$ cat src/design/rgb_fade_pwm_generator_top_defines.svh
// assertion macros used by the rgb fade pwm engine
`ifndef RGB_FADE_PWM_GENERATOR_TOP_DEFINES_SVH
`define RGB_FADE_PWM_GENERATOR_TOP_DEFINES_SVH

`ifndef SYNTHESIS
`define RGBF_ASSERT(label, cond) \
   label: assert property (@(posedge clock) disable iff (reset) (cond)) \
      else $error("rgbf assertion failed");
`define RGBF_ASSERT_NEXT(label, ante, cons) \
   label: assert property (@(posedge clock) disable iff (reset) (ante) |=> (cons)) \
      else $error("rgbf assertion failed");
`else
`define RGBF_ASSERT(label, cond)
`define RGBF_ASSERT_NEXT(label, ante, cons)
`endif

`endif

$ cat src/design/rgbf_pkg.sv
`timescale 1ns / 1ps

package rgbf_pkg;

   localparam int CNT_W      = 16;
   localparam int STEP_W     = 8;
   localparam int LEN_W      = 11;
   localparam int FCNT_W     = 14;
   localparam int PHASE_W    = 3;
   localparam int PIN_W      = 3;
   localparam int CSR_IDX_W  = 3;
   localparam int CSR_DATA_W = 16;
   localparam int NUM_PHASES = 6;

   typedef logic [CNT_W-1:0]   count_type;
   typedef logic [STEP_W-1:0]  step_type;
   typedef logic [FCNT_W-1:0]  fcnt_type;
   typedef logic [PHASE_W-1:0] phase_type;
   typedef logic [PIN_W-1:0]   pins_type;

   typedef enum logic [CSR_IDX_W-1:0] {
      CSR_PERIOD_TOP      = 3'd0,
      CSR_FADE_STEP       = 3'd1,
      CSR_PHASE_LENGTH    = 3'd2,
      CSR_COMPARE_A_START = 3'd3,
      CSR_COMPARE_B_START = 3'd4
   } csr_index_type;

   localparam count_type PERIOD_TOP_RESET   = 16'd1000;
   localparam step_type  FADE_STEP_RESET    = 8'd3;
   localparam int        PHASE_LENGTH_RESET = 300;
   localparam count_type COMPARE_A_RESET    = 16'd30;
   localparam count_type COMPARE_B_RESET    = 16'd930;
   localparam fcnt_type  FADE_COUNT_START   = 14'd1;
   localparam phase_type PHASE_NONE         = 3'd6;

   typedef struct packed {
      count_type                     period_top;
      step_type                      fade_step;
      fcnt_type [NUM_PHASES-1:0]     threshold;
   } cfg_type;

   typedef struct packed {
      logic      load_a;
      logic      load_b;
      count_type value;
   } load_type;

   // first phase whose upper bound covers the fade count
   function automatic phase_type fade_phase(fcnt_type c, fcnt_type [NUM_PHASES-1:0] thr);
      phase_type ph;
      ph = PHASE_NONE;
      for (int k = NUM_PHASES - 1; k >= 0; k--) begin
         if (c <= thr[k]) begin
            ph = PHASE_W'(k);
         end
      end
      return ph;
   endfunction

   function automatic pins_type a_pin(phase_type ph);
      pins_type p;
      case (ph)
         3'd0: p = 3'b010;
         3'd1: p = 3'b100;
         3'd2: p = 3'b100;
         3'd3: p = 3'b001;
         3'd4: p = 3'b001;
         3'd5: p = 3'b010;
         default: p = 3'b000;
      endcase
      return p;
   endfunction

   function automatic pins_type b_pin(phase_type ph);
      pins_type p;
      case (ph)
         3'd0: p = 3'b001;
         3'd1: p = 3'b001;
         3'd2: p = 3'b010;
         3'd3: p = 3'b010;
         3'd4: p = 3'b100;
         3'd5: p = 3'b100;
         default: p = 3'b000;
      endcase
      return p;
   endfunction

endpackage

$ cat src/design/rgbf_cfg.sv
`timescale 1ns / 1ps

module rgbf_cfg
   import rgbf_pkg::*;
(
   input  logic                  clock,
   input  logic                  reset,
   input  logic                  csr_write_enable,
   input  logic [CSR_IDX_W-1:0]  csr_index,
   input  logic [CSR_DATA_W-1:0] csr_write_data,
   output cfg_type               cfg,
   output load_type              load
);

   count_type                 period_top_ff, period_top_in;
   step_type                  fade_step_ff, fade_step_in;
   fcnt_type [NUM_PHASES-1:0] threshold_ff, threshold_in;

   always_comb begin
      period_top_in = period_top_ff;
      fade_step_in  = fade_step_ff;
      threshold_in  = threshold_ff;
      load          = '0;
      load.value    = csr_write_data[CNT_W-1:0];
      if (csr_write_enable) begin
         case (csr_index)
            CSR_PERIOD_TOP: period_top_in = csr_write_data[CNT_W-1:0];
            CSR_FADE_STEP:  fade_step_in = csr_write_data[STEP_W-1:0];
            CSR_PHASE_LENGTH: begin
               // phase bounds are multiples of the phase length
               for (int k = 0; k < NUM_PHASES; k++) begin
                  threshold_in[k] = FCNT_W'((k + 1) * csr_write_data[LEN_W-1:0]);
               end
            end
            CSR_COMPARE_A_START: load.load_a = 1'b1;
            CSR_COMPARE_B_START: load.load_b = 1'b1;
            default: ;
         endcase
      end
   end

   always_ff @(posedge clock) begin
      if (reset) begin
         period_top_ff <= PERIOD_TOP_RESET;
         fade_step_ff  <= FADE_STEP_RESET;
         for (int k = 0; k < NUM_PHASES; k++) begin
            threshold_ff[k] <= FCNT_W'((k + 1) * PHASE_LENGTH_RESET);
         end
      end else begin
         period_top_ff <= period_top_in;
         fade_step_ff  <= fade_step_in;
         threshold_ff  <= threshold_in;
      end
   end

   assign cfg.period_top = period_top_ff;
   assign cfg.fade_step  = fade_step_ff;
   assign cfg.threshold  = threshold_ff;

endmodule

$ cat src/design/rgbf_engine.sv
`timescale 1ns / 1ps
`include "rgb_fade_pwm_generator_top_defines.svh"

module rgbf_engine
   import rgbf_pkg::*;
(
   input  logic     clock,
   input  logic     reset,
   input  logic     advance,
   input  logic     pwm_tick,
   input  logic     fade_tick,
   input  cfg_type  cfg,
   input  load_type load,
   output pins_type pins_next
);

   count_type pwm_counter_ff, pwm_counter_in;
   count_type compare_a_ff, compare_a_in;
   count_type compare_b_ff, compare_b_in;
   fcnt_type  fade_counter_ff, fade_counter_in;
   pins_type  pin_levels_ff, pin_levels_in;

   phase_type ph_cur;
   phase_type ph_new;
   count_type step_ext;
   count_type cmp_a_f;
   count_type cmp_b_f;
   fcnt_type  fcnt_f;
   count_type cnt_p;
   pins_type  pins_p;
   logic      wrapped;

   always_comb begin
      step_ext = {{(CNT_W - STEP_W){1'b0}}, cfg.fade_step};
      ph_cur   = fade_phase(fade_counter_ff, cfg.threshold);

      // fade step first
      cmp_a_f = compare_a_ff;
      cmp_b_f = compare_b_ff;
      fcnt_f  = fade_counter_ff;
      if (fade_tick) begin
         if (ph_cur != PHASE_NONE) begin
            if (!ph_cur[0]) begin
               cmp_a_f = compare_a_ff + step_ext;
               cmp_b_f = compare_b_ff - step_ext;
            end else begin
               cmp_a_f = compare_a_ff - step_ext;
               cmp_b_f = compare_b_ff + step_ext;
            end
            fcnt_f = fade_counter_ff + FCNT_W'(1);
         end else begin
            fcnt_f = FADE_COUNT_START;
         end
      end

      // then the pwm count with the updated compares and phase
      ph_new  = fade_phase(fcnt_f, cfg.threshold);
      wrapped = (pwm_counter_ff == cfg.period_top);
      cnt_p   = pwm_counter_ff;
      pins_p  = pin_levels_ff;
      if (pwm_tick) begin
         cnt_p = wrapped ? '0 : pwm_counter_ff + CNT_W'(1);
         if (cnt_p == cmp_a_f) begin
            pins_p = pins_p | a_pin(ph_new);
         end
         if (cnt_p == cmp_b_f) begin
            pins_p = pins_p | b_pin(ph_new);
         end
         if (wrapped) begin
            pins_p = '0;
         end
      end

      pins_next = pins_p;

      pwm_counter_in  = pwm_counter_ff;
      compare_a_in    = compare_a_ff;
      compare_b_in    = compare_b_ff;
      fade_counter_in = fade_counter_ff;
      pin_levels_in   = pin_levels_ff;
      if (advance) begin
         pwm_counter_in  = cnt_p;
         compare_a_in    = cmp_a_f;
         compare_b_in    = cmp_b_f;
         fade_counter_in = fcnt_f;
         pin_levels_in   = pins_p;
      end
      if (load.load_a) begin
         compare_a_in = load.value;
      end
      if (load.load_b) begin
         compare_b_in = load.value;
      end
   end

   always_ff @(posedge clock) begin
      if (reset) begin
         pwm_counter_ff  <= '0;
         compare_a_ff    <= COMPARE_A_RESET;
         compare_b_ff    <= COMPARE_B_RESET;
         fade_counter_ff <= FADE_COUNT_START;
         pin_levels_ff   <= '0;
      end else begin
         pwm_counter_ff  <= pwm_counter_in;
         compare_a_ff    <= compare_a_in;
         compare_b_ff    <= compare_b_in;
         fade_counter_ff <= fade_counter_in;
         pin_levels_ff   <= pin_levels_in;
      end
   end

   `RGBF_ASSERT(a_fade_count_nonzero, fade_counter_ff != '0)
   `RGBF_ASSERT_NEXT(a_idle_holds_count, !advance, $stable(pwm_counter_ff) && $stable(pin_levels_ff))
   `RGBF_ASSERT_NEXT(a_wrap_clears, advance && pwm_tick && wrapped, (pwm_counter_ff == '0) && (pin_levels_ff == '0))
   `RGBF_ASSERT_NEXT(a_no_fade_holds_phase, advance && !fade_tick && !load.load_a && !load.load_b, $stable(fade_counter_ff) && $stable(compare_a_ff))

endmodule

$ cat src/design/rgb_fade_pwm_generator_top.sv
`timescale 1ns / 1ps
// rgb color fade pwm generator
// input channel req_*: one beat per timer tick, carrying pwm_tick and fade_tick.
// result channel rsp_*: one beat per input beat, the three pin levels after that tick.
// configuration port csr_*: single-cycle writes of period_top, fade_step, phase_length,
// compare_a_start and compare_b_start; writing a start value also loads that compare.
// a beat accepted into the input register is offered on rsp_* from the result register.
// throughput: one beat per cycle while rsp_ready is high; the fade step, the pwm count
// and the pin match are all combinational between the input and the result register.
// reset: counters to zero, fade count to one, compares to 30 and 930, pins low,
// registers to their documented defaults, both channels empty.
// stall: when rsp_ready is low the result register holds its beat, the input register
// may still take one more beat, and req_ready drops once both are full.
module rgb_fade_pwm_generator_top
   import rgbf_pkg::*;
(
   input  logic                  clock,
   input  logic                  reset,
   input  logic                  req_valid,
   output logic                  req_ready,
   input  logic                  req_pwm_tick,
   input  logic                  req_fade_tick,
   output logic                  rsp_valid,
   input  logic                  rsp_ready,
   output logic                  rsp_pin_zero,
   output logic                  rsp_pin_one,
   output logic                  rsp_pin_two,
   input  logic                  csr_write_enable,
   input  logic [CSR_IDX_W-1:0]  csr_index,
   input  logic [CSR_DATA_W-1:0] csr_write_data
);

   logic     in_valid_ff, in_valid_in;
   logic     in_pwm_ff, in_pwm_in;
   logic     in_fade_ff, in_fade_in;
   logic     out_valid_ff, out_valid_in;
   pins_type out_pins_ff, out_pins_in;
   logic     advance;
   pins_type pins_next;
   cfg_type  cfg;
   load_type load;

   rgbf_cfg u_cfg (
      .clock            (clock),
      .reset            (reset),
      .csr_write_enable (csr_write_enable),
      .csr_index        (csr_index),
      .csr_write_data   (csr_write_data),
      .cfg              (cfg),
      .load             (load)
   );

   rgbf_engine u_engine (
      .clock     (clock),
      .reset     (reset),
      .advance   (advance),
      .pwm_tick  (in_pwm_ff),
      .fade_tick (in_fade_ff),
      .cfg       (cfg),
      .load      (load),
      .pins_next (pins_next)
   );

   assign advance   = in_valid_ff && (!out_valid_ff || rsp_ready);
   assign req_ready = !in_valid_ff || advance;

   always_comb begin
      in_valid_in  = in_valid_ff;
      in_pwm_in    = in_pwm_ff;
      in_fade_in   = in_fade_ff;
      out_valid_in = out_valid_ff;
      out_pins_in  = out_pins_ff;
      if (advance) begin
         in_valid_in = 1'b0;
      end
      if (req_valid && req_ready) begin
         in_valid_in = 1'b1;
         in_pwm_in   = req_pwm_tick;
         in_fade_in  = req_fade_tick;
      end
      if (advance) begin
         out_valid_in = 1'b1;
         out_pins_in  = pins_next;
      end else if (rsp_ready) begin
         out_valid_in = 1'b0;
      end
   end

   always_ff @(posedge clock) begin
      if (reset) begin
         in_valid_ff  <= 1'b0;
         out_valid_ff <= 1'b0;
      end else begin
         in_valid_ff  <= in_valid_in;
         out_valid_ff <= out_valid_in;
      end
   end

   always_ff @(posedge clock) begin
      in_pwm_ff   <= in_pwm_in;
      in_fade_ff  <= in_fade_in;
      out_pins_ff <= out_pins_in;
   end

   assign rsp_valid    = out_valid_ff;
   assign rsp_pin_zero = out_pins_ff[0];
   assign rsp_pin_one  = out_pins_ff[1];
   assign rsp_pin_two  = out_pins_ff[2];

endmodule

$ cat config.mk
export PLATFORM = sky130hd
export DESIGN_NAME = rgb_fade_pwm_generator_top
export DESIGN_NICKNAME = d
export VERILOG_FILES = /design/src/design/rgbf_pkg.sv /design/src/design/rgbf_cfg.sv /design/src/design/rgbf_engine.sv /design/src/design/rgb_fade_pwm_generator_top.sv
export VERILOG_INCLUDE_DIRS = /design/src /design/src/design
export SDC_FILE = /design/constraint.sdc
export NUM_CORES = 1
export LEC_CHECK = 0
export ABC_AREA = 0
export BUFFER_PORTS_ARGS = -buffer_cell sky130_fd_sc_hd__buf_2
export CAP_MARGIN = 20
export CORE_MARGIN = 2
export CORE_UTILIZATION = 41
export CTS_CLUSTER_DIAMETER = 200
export DETAILED_ROUTE_END_ITERATION = 10
export SYNTH_ARGS = -nofsm -noshare
export SYNTH_HDL_FRONTEND = slang
export SYNTH_SLANG_ARGS = --single-unit
export TNS_END_PERCENT = 10
$ cat constraint.sdc
create_clock -name clock -period 6.84 [get_ports clock]
set_clock_uncertainty 0.15 [all_clocks]
set_input_delay 0.684 -clock clock [delete_from_list [all_inputs] [get_ports clock]]
set_output_delay 0.684 -clock clock [all_outputs]
set_load 0.02 [all_outputs]
# Word level (Yosys, flattened, before mapping)
# Cells that the tools add are included.
dict set report classes {
  n_addsub 6
  mul 3
  order_cmp 12
  n_eq_ne 13
  n_mux 43
  bitwise_logic 2
  reduce_logical 22
}
# cell count
set ops {}
lappend ops {{$mux W16} 11}
lappend ops {{$le A14 B13 Y1} 4}
lappend ops {{$le A14 B14 Y1} 4}
lappend ops {{$mux W3} 17}
lappend ops {{$eq A16 B16 Y1} 3}
lappend ops {{$add A16 B8 Y16} 2}
lappend ops {{$sub A16 B8 Y16} 2}
lappend ops {{$le A14 B11 Y1} 2}
lappend ops {{$le A14 B12 Y1} 2}
lappend ops {{$mux W14} 2}
lappend ops {{$mul A2 B11 Y13 const A} 2}
lappend ops {{$pmux W3 S3} 2}
lappend ops {{$add A16 B1 Y16 const B} 1}
lappend ops {{$add A14 B1 Y14 const B} 1}
lappend ops {{$mul A3 B11 Y14 const A} 1}
lappend ops {{$eq A3 B2 Y1 const B} 4}
lappend ops {{$reduce_or A2 Y1} 6}
lappend ops {{$mux W2} 5}
lappend ops {{$eq A3 B3 Y1 const B} 3}
lappend ops {{$reduce_and A2 Y1} 4}
lappend ops {{$reduce_bool A2 Y1} 4}
lappend ops {{$eq A3 B1 Y1 const B} 2}
lappend ops {{$logic_not A3 Y1} 2}
lappend ops {{$mux W1} 6}
lappend ops {{other kinds (5)} 9}
dict set report word_totals {
  register_bits 147
  input_bits 26
  out_inout_bits 5
  wordCells 117
}

# Logic depth before layout (Yosys ltp)
dict set report depth {
  word_depth 29
  ltp_mapped 27
  ltp_nobuf 25
}

# Cells and area by module
# From an unflattened synthesis, not the netlist that was laid out.
dict set report hier_totals {
  cells_unflattened 2014
  hier_area_um2 15324.7
}
# module instances cells_per_inst area_per_inst_um2 seq_area_each_um2
set by_module_without_submodules {}
lappend by_module_without_submodules {rgbf_engine 1 1568 11498.5 1301.2}
lappend by_module_without_submodules {rgbf_cfg 1 431 3572.2 1181.1}
lappend by_module_without_submodules {rgb_fade_pwm_generator_top 1 15 254.0 190.2}

# Worst setup path after synthesis
# OpenSTA, ideal clock, no wires.
dict set report synth_timing {
  path_kind {register to register}
  from {register u_engine.fade_counter_ff[0]}
  to {register out_pins_ff[0], data pin}
  setup_time_ps 142
  arrival_time_ps 5721
  t_required_ps 6548
  setup_slack_ps 828
  path_stages_with_launch 26
  n_path_buf 2
  period_less_slack_ps 6012
  path_cell_list {dfxtp_1 > clkbuf_1 > inv_1 > ha_1 > nand2b_1 > a21oi_1 > o311ai_0 > a221oi_1 > a21boi_0 > o21ai_0 > clkbuf_1 > nand2_1 > o21ai_0 > fa_1 > nor2b_4 > o2111ai_1 > a31oi_1 > nand3_1 > a41o_1 > a221o_1 > a211o_1 > or4_4 > a2111oi_4 > nand3_1 > mux2_4 > o21ai_2}
}
dict set report synth_via {
  elab_chain_cells 29
  elab_cells_between_ends 61
  classes_between {add/sub: 1; order compare: 12; eq/ne: 8; mux: 31; bitwise: 2; reduce/logical: 7}
}
# element line
set synth_rtl {}
lappend synth_rtl {{start, declared} rgbf_engine.sv:20} ;# fcnt_type fade_counter_ff, fade_counter_in;
lappend synth_rtl {{start signal, assigned} rgbf_engine.sv:107} ;# fade_counter_ff <= fade_counter_in;
lappend synth_rtl {{$le A14 B14 Y1} rgbf_pkg.sv:54} ;# if (c <= thr[k]) begin
lappend synth_rtl {{$mux W2 (2 in series)} rgbf_pkg.sv:54}
lappend synth_rtl {{$mux W3 (4 in series)} rgbf_pkg.sv:54}
lappend synth_rtl {{$ne A3 B3 Y1} rgbf_engine.sv:42} ;# if (ph_cur != PHASE_NONE) begin
lappend synth_rtl {{$mux W14} rgbf_engine.sv:42}
lappend synth_rtl {{$mux W14} rgbf_engine.sv:41} ;# if (fade_tick) begin
lappend synth_rtl {{$le A14 B14 Y1} rgbf_pkg.sv:54}
lappend synth_rtl {{$mux W2 (2 in series)} rgbf_pkg.sv:54}
lappend synth_rtl {{[9 not listed]} -}
lappend synth_rtl {{$or A3 B3 Y3} rgbf_engine.sv:64} ;# pins_p = pins_p | a_pin(ph_new);
lappend synth_rtl {{$mux W3} rgbf_engine.sv:63} ;# if (cnt_p == cmp_a_f) begin
lappend synth_rtl {{$mux W3} rgbf_engine.sv:61} ;# if (pwm_tick) begin
lappend synth_rtl {{$or A3 B3 Y3} rgbf_engine.sv:67} ;# pins_p = pins_p | b_pin(ph_new);
lappend synth_rtl {{$mux W3 *} rgbf_engine.sv:66} ;# if (cnt_p == cmp_b_f) begin
lappend synth_rtl {{$mux W3 *} rgbf_engine.sv:69} ;# if (wrapped) begin
lappend synth_rtl {{$mux W3 *} rgbf_engine.sv:61}
lappend synth_rtl {{net pins_next[0]} rgb_fade_pwm_generator_top.sv:39} ;# pins_type pins_next;
lappend synth_rtl {{end signal, assigned} rgb_fade_pwm_generator_top.sv:102} ;# out_pins_ff <= out_pins_in;
lappend synth_rtl {{end, declared} rgb_fade_pwm_generator_top.sv:37} ;# pins_type out_pins_ff, out_pins_in;
# The timed path passes the listed nets; every way through them passes the cells marked *. The select of a mux whose other input is x is not followed.
# A chain may end at the register's enable or synchronous reset.

# Worst setup path after layout
dict set report layout_timing {
  from {register u_cfg.threshold_ff, in the netlist u_cfg.cfg[36]}
  to {register out_pins_ff[0], data pin}
}
dict set report layout_via {
  elab_chain_cells 26
  elab_cells_between_ends 52
  classes_between {order compare: 7; eq/ne: 8; mux: 28; bitwise: 2; reduce/logical: 7}
}
# element line
set layout_rtl {}
lappend layout_rtl {{start, declared} rgbf_cfg.sv:17} ;# fcnt_type [NUM_PHASES-1:0] threshold_ff, threshold_in;
lappend layout_rtl {{start signal, assigned by index} rgbf_cfg.sv:47} ;# threshold_ff[k] <= FCNT_W'((k + 1) * PHASE_LENGTH_RESET);
lappend layout_rtl {{start signal, assigned} rgbf_cfg.sv:52} ;# threshold_ff <= threshold_in;
lappend layout_rtl {{$le A14 B13 Y1} rgbf_pkg.sv:54}
lappend layout_rtl {{$mux W3 (3 in series)} rgbf_pkg.sv:54}
lappend layout_rtl {{$ne A3 B3 Y1} rgbf_engine.sv:42}
lappend layout_rtl {{$mux W14} rgbf_engine.sv:42}
lappend layout_rtl {{$mux W14} rgbf_engine.sv:41}
lappend layout_rtl {{$le A14 B14 Y1} rgbf_pkg.sv:54}
lappend layout_rtl {{$mux W2 (2 in series)} rgbf_pkg.sv:54}
lappend layout_rtl {{$mux W3 (4 in series)} rgbf_pkg.sv:54}
lappend layout_rtl {{[5 not listed]} -}
lappend layout_rtl {{$or A3 B3 Y3} rgbf_engine.sv:64}
lappend layout_rtl {{$mux W3} rgbf_engine.sv:63}
lappend layout_rtl {{$mux W3} rgbf_engine.sv:61}
lappend layout_rtl {{$or A3 B3 Y3} rgbf_engine.sv:67}
lappend layout_rtl {{$mux W3 *} rgbf_engine.sv:66}
lappend layout_rtl {{$mux W3 *} rgbf_engine.sv:69}
lappend layout_rtl {{$mux W3 *} rgbf_engine.sv:61}
lappend layout_rtl {{net pins_next[0]} rgb_fade_pwm_generator_top.sv:39}
# Marked as above.

==> results.py <==
metrics = {
    "status": {
        "outcome": "finished, final reports clean",
    },
    "clock_tree": {
        "clk_latency_ns": 0.44,
        "path_clk_slew_ns": 0.06,
        "h-tree-depth": 4,
        "cts_made_buffers": 17,
        "cts_tree": "yes",
        "ctsLongestPathBuffers": 2,
        "numClockSinks": 131,
        "cts_root_buf": "clkbuf_16",
    },
    "final_layout": {
        "drive_gt1_share_pct": 8.18,
        "syn_to_final_growth_pct": 10.2,
        "final_util_pct": 45.5,
        "diodes": 0,
        "multiInputGateArea_sq_um": 9670,
        "final_nets": 1932,
        "final.fill_count": 3073,
        "register_area_sq_um": 2680,
    },
    "placement": {
        "place_hpwl_um": 33300,
        "port_buffers": 30,
        "gp_congestion": 0.947,
        "dp_worst_setup_slack_ns": 0.170,
    },
    "sta": {
        "finalSetupViolations": 0,
        "worst_slew_pin_slew_ns": 1.03,
        "rsz0062_at_grt": "false",
        "fin_crit_sh_pct": 95.2,
        "finalHoldViolCount": 0,
        "period_needed_ns": 6.51,
        "layout_setup_ws_ns": 0.327,
        "fin_tns_setup_ns": 0,
        "slew_headroom_pct": 31.5,
        "holdWs_ns": 0.275,
        "fmax_mhz": 154,
        "final_max_slew_viol_count": 0,
    },
    "critical_path": {
        "timing.critical_path.from_type": "flop",
        "cpPeakStageDelay_ns": 0.54,
        "cp_max_fo": 15,
        "cp.buffers_inverters": 4,
        "path_delay_family": "compound AO/OA/AOI/OAI gates",
        "criticalPathCategory": "flop to flop",
        "critPathRequiredTime_ns": 6.98,
        "crit_slowest_cell": "or4_4",
        "cp.arrival_ns": 6.65,
        "end_kind": "flop",
    },
    "detailed_routing": {
        "drt-initial-drc-count": 1167,
        "wl_um": 43800,
        "ant_nets": 0,
        "wire_per_inst_um": 20.7,
        "avgViaCountPerCell": 6.03,
        "vias": 12800,
        "firstDrtPassIters": 5,
        "drc": 0,
    },
    "logic_synthesis": {
        "synth_top_family_by_area": "compound AO/OA/AOI/OAI gates",
        "async_flop_share_pct": 0,
        "syn_area_sq_um": 12900,
        "ys_seq_elements": 131,
        "yosysMostFrequentCell": "nand2_1",
        "yosys-top-cells-area": "ha_1 (20%), dfxtp_1 (19%), nand2_1 (7.0%)",
        "synthAdderAreaFrac_pct": 20.3,
        "synth_top_flop_cell": "dfxtp_1",
        "synthSimpleGateAreaFrac_pct": 21.9,
        "synth.distinct_cells": 85,
        "avgSynthCellArea_sq_um": 7.70,
        "yosysSeqAreaShare_pct": 20.7,
        "synth_common_cells": "nand2_1 (240), ha_1 (203), a21oi_1 (142)",
        "synth_compound_area_share_pct": 23.1,
        "synth_cells": 1681,
        "synth_top_area_share_pct": 19.6,
        "synth_mux_area_share_pct": 1.53,
        "synth_edf_count": 5,
        "synth_top_area_cell": "ha_1",
        "yosys_warnings": 0,
        "synth-xor-area-share_pct": 7.78,
        "syn_nets": 1914,
    },
    "floorplanning": {
        "ioPinCount": 31,
        "die_area_sq_um": 33000,
        "start_util_pct": 41.3,
        "num_rows": 65,
        "die_w_um": 182,
        "fp.dieH_um": 182,
        "coreArea_sq_um": 31300,
    },
    "min_path": {
        "hold_class": "input pin to flop",
    },
    "power": {
        "power.leakage_nw": 6.33,
        "peakVddDrop_mv": 0.136,
        "p_per_area_nw_per_um2": 168,
    },
    "global_route": {
        "grt_pass1_vias": 12100,
        "antenna_found_initial": 0,
        "grt_pass1_wl_um": 68800,
        "grt_use_total_pct": 26.9,
        "grt-ovfl-total": 0,
        "grt_max_degree": 54,
    },
    "flow_run": {
        "max_cap_viol_count": 0,
    },
}
-- kinds of logic after synthesis --
family	Yosys count
and+or+nand+nor	606
AOI/OAI and AO/OA	447
adders and majority gates	207
buffers and inverters	157
DFF	131
xor gates and xnor gates	114
muxes	19
-- sequential cells by signal, indices dropped and copies added, names as in the netlist, 3 cells and up --
name and flops:
u_engine.compare_a_ff 16, u_engine.pwm_counter_ff 16, u_cfg.cfg 35, u_cfg.fade_step_ff 8
out_pins_ff 3, u_cfg.period_top_ff 16, u_engine.fade_counter_ff 14, u_engine.pin_levels_ff 3
u_engine.compare_b_ff 16
-- through the flow --
stage | cell area, sq um | power, mW | instances
floorplan | 12900 | 1.21 | 1681
global placement | 13600 | 1.37 | 2080
detailed placement | 13600 | 1.38 | 2080
CTS | 14200 | 2.39 | 2112
global route | 14300 | 2.50 | 2114
finish | 14300 | 2.40 | 2114
-- cell usage in the layout, fill, tap and decap left out, types with 12 or more instances in the layout --
| cell | count |
|---|---|
| a211oi_1 | 18 |
| a21boi_0 | 12 |
| a21o_1 | 24 |
| a21oi_1 | 141 |
| a311oi_1 | 15 |
| a31oi_1 | 12 |
| and3_1 | 12 |
| buf_2 | 29 |
| buf_4 | 38 |
| clkbuf_16 | 17 |
| dfxtp_1 | 121 |
| ha_1 | 203 |
| inv_1 | 87 |
| mux2i_1 | 16 |
| nand2_1 | 240 |
| nand2b_1 | 17 |
| nand3_1 | 56 |
| nand4_1 | 29 |
| nor2_1 | 126 |
| nor2b_1 | 20 |
| nor3_1 | 35 |
| nor4_1 | 15 |
| o211ai_1 | 32 |
| o21a_1 | 24 |
| o21ai_0 | 65 |
| o22ai_1 | 12 |
| xnor2_1 | 45 |
| xor2_1 | 67 |
-- report_power, final --
| part | switching, mW | internal (mW) | total, mW |
|---|---|---|---|
| Sequential | 0.0349 | 0.795 | 0.829 |
| Combinational | 0.335 | 0.210 | 0.545 |
| Clock | 0.390 | 0.633 | 1.02 |
-- cell type report --
cell class	count	share of cell area, %
clock buffers	21	3.23
clock inverters	11	1.23
inverters	88	2.32
multi-input cells	1393	67.8
flip-flops and latches	131	18.8
well taps	402	3.53
repair buffers	68	3.10
-- metal layers --
metal | vias up | global-route usage, % | wire (um)
li1 | 6123 | - | -
met1 | 6108 | 37.0 | 20300
met2 | 450 | 43.0 | 19500
met3 | 72 | 4.15 | 2900
met4 | 0 | 8.52 | 1180
met5 | - | 0 | 0
-- timing repair --
| item | CTS | global route |
|---|---|---|
| endpoints found under the setup margin | 0 | 6 |
| gates resized for setup | 0 | 10 |
| setup buffers | 0 | 1 |
| hold buffers | 0 | 0 |
-- path summary, 6_finish.rpt --
kind / end / cells after the start / startpoint / slack, ns
min: in_pwm_ff / 1 / req_pwm_tick / 0.27
max reg2reg: out_pins_ff[0] / 27 / u_cfg.cfg[36] / 0.33
min reg2reg: u_cfg.cfg[69] / 2 / u_cfg.cfg[69] / 0.30
max: out_pins_ff[0] / 27 / u_cfg.cfg[36] / 0.33
(Power assumes the default switching activity.)
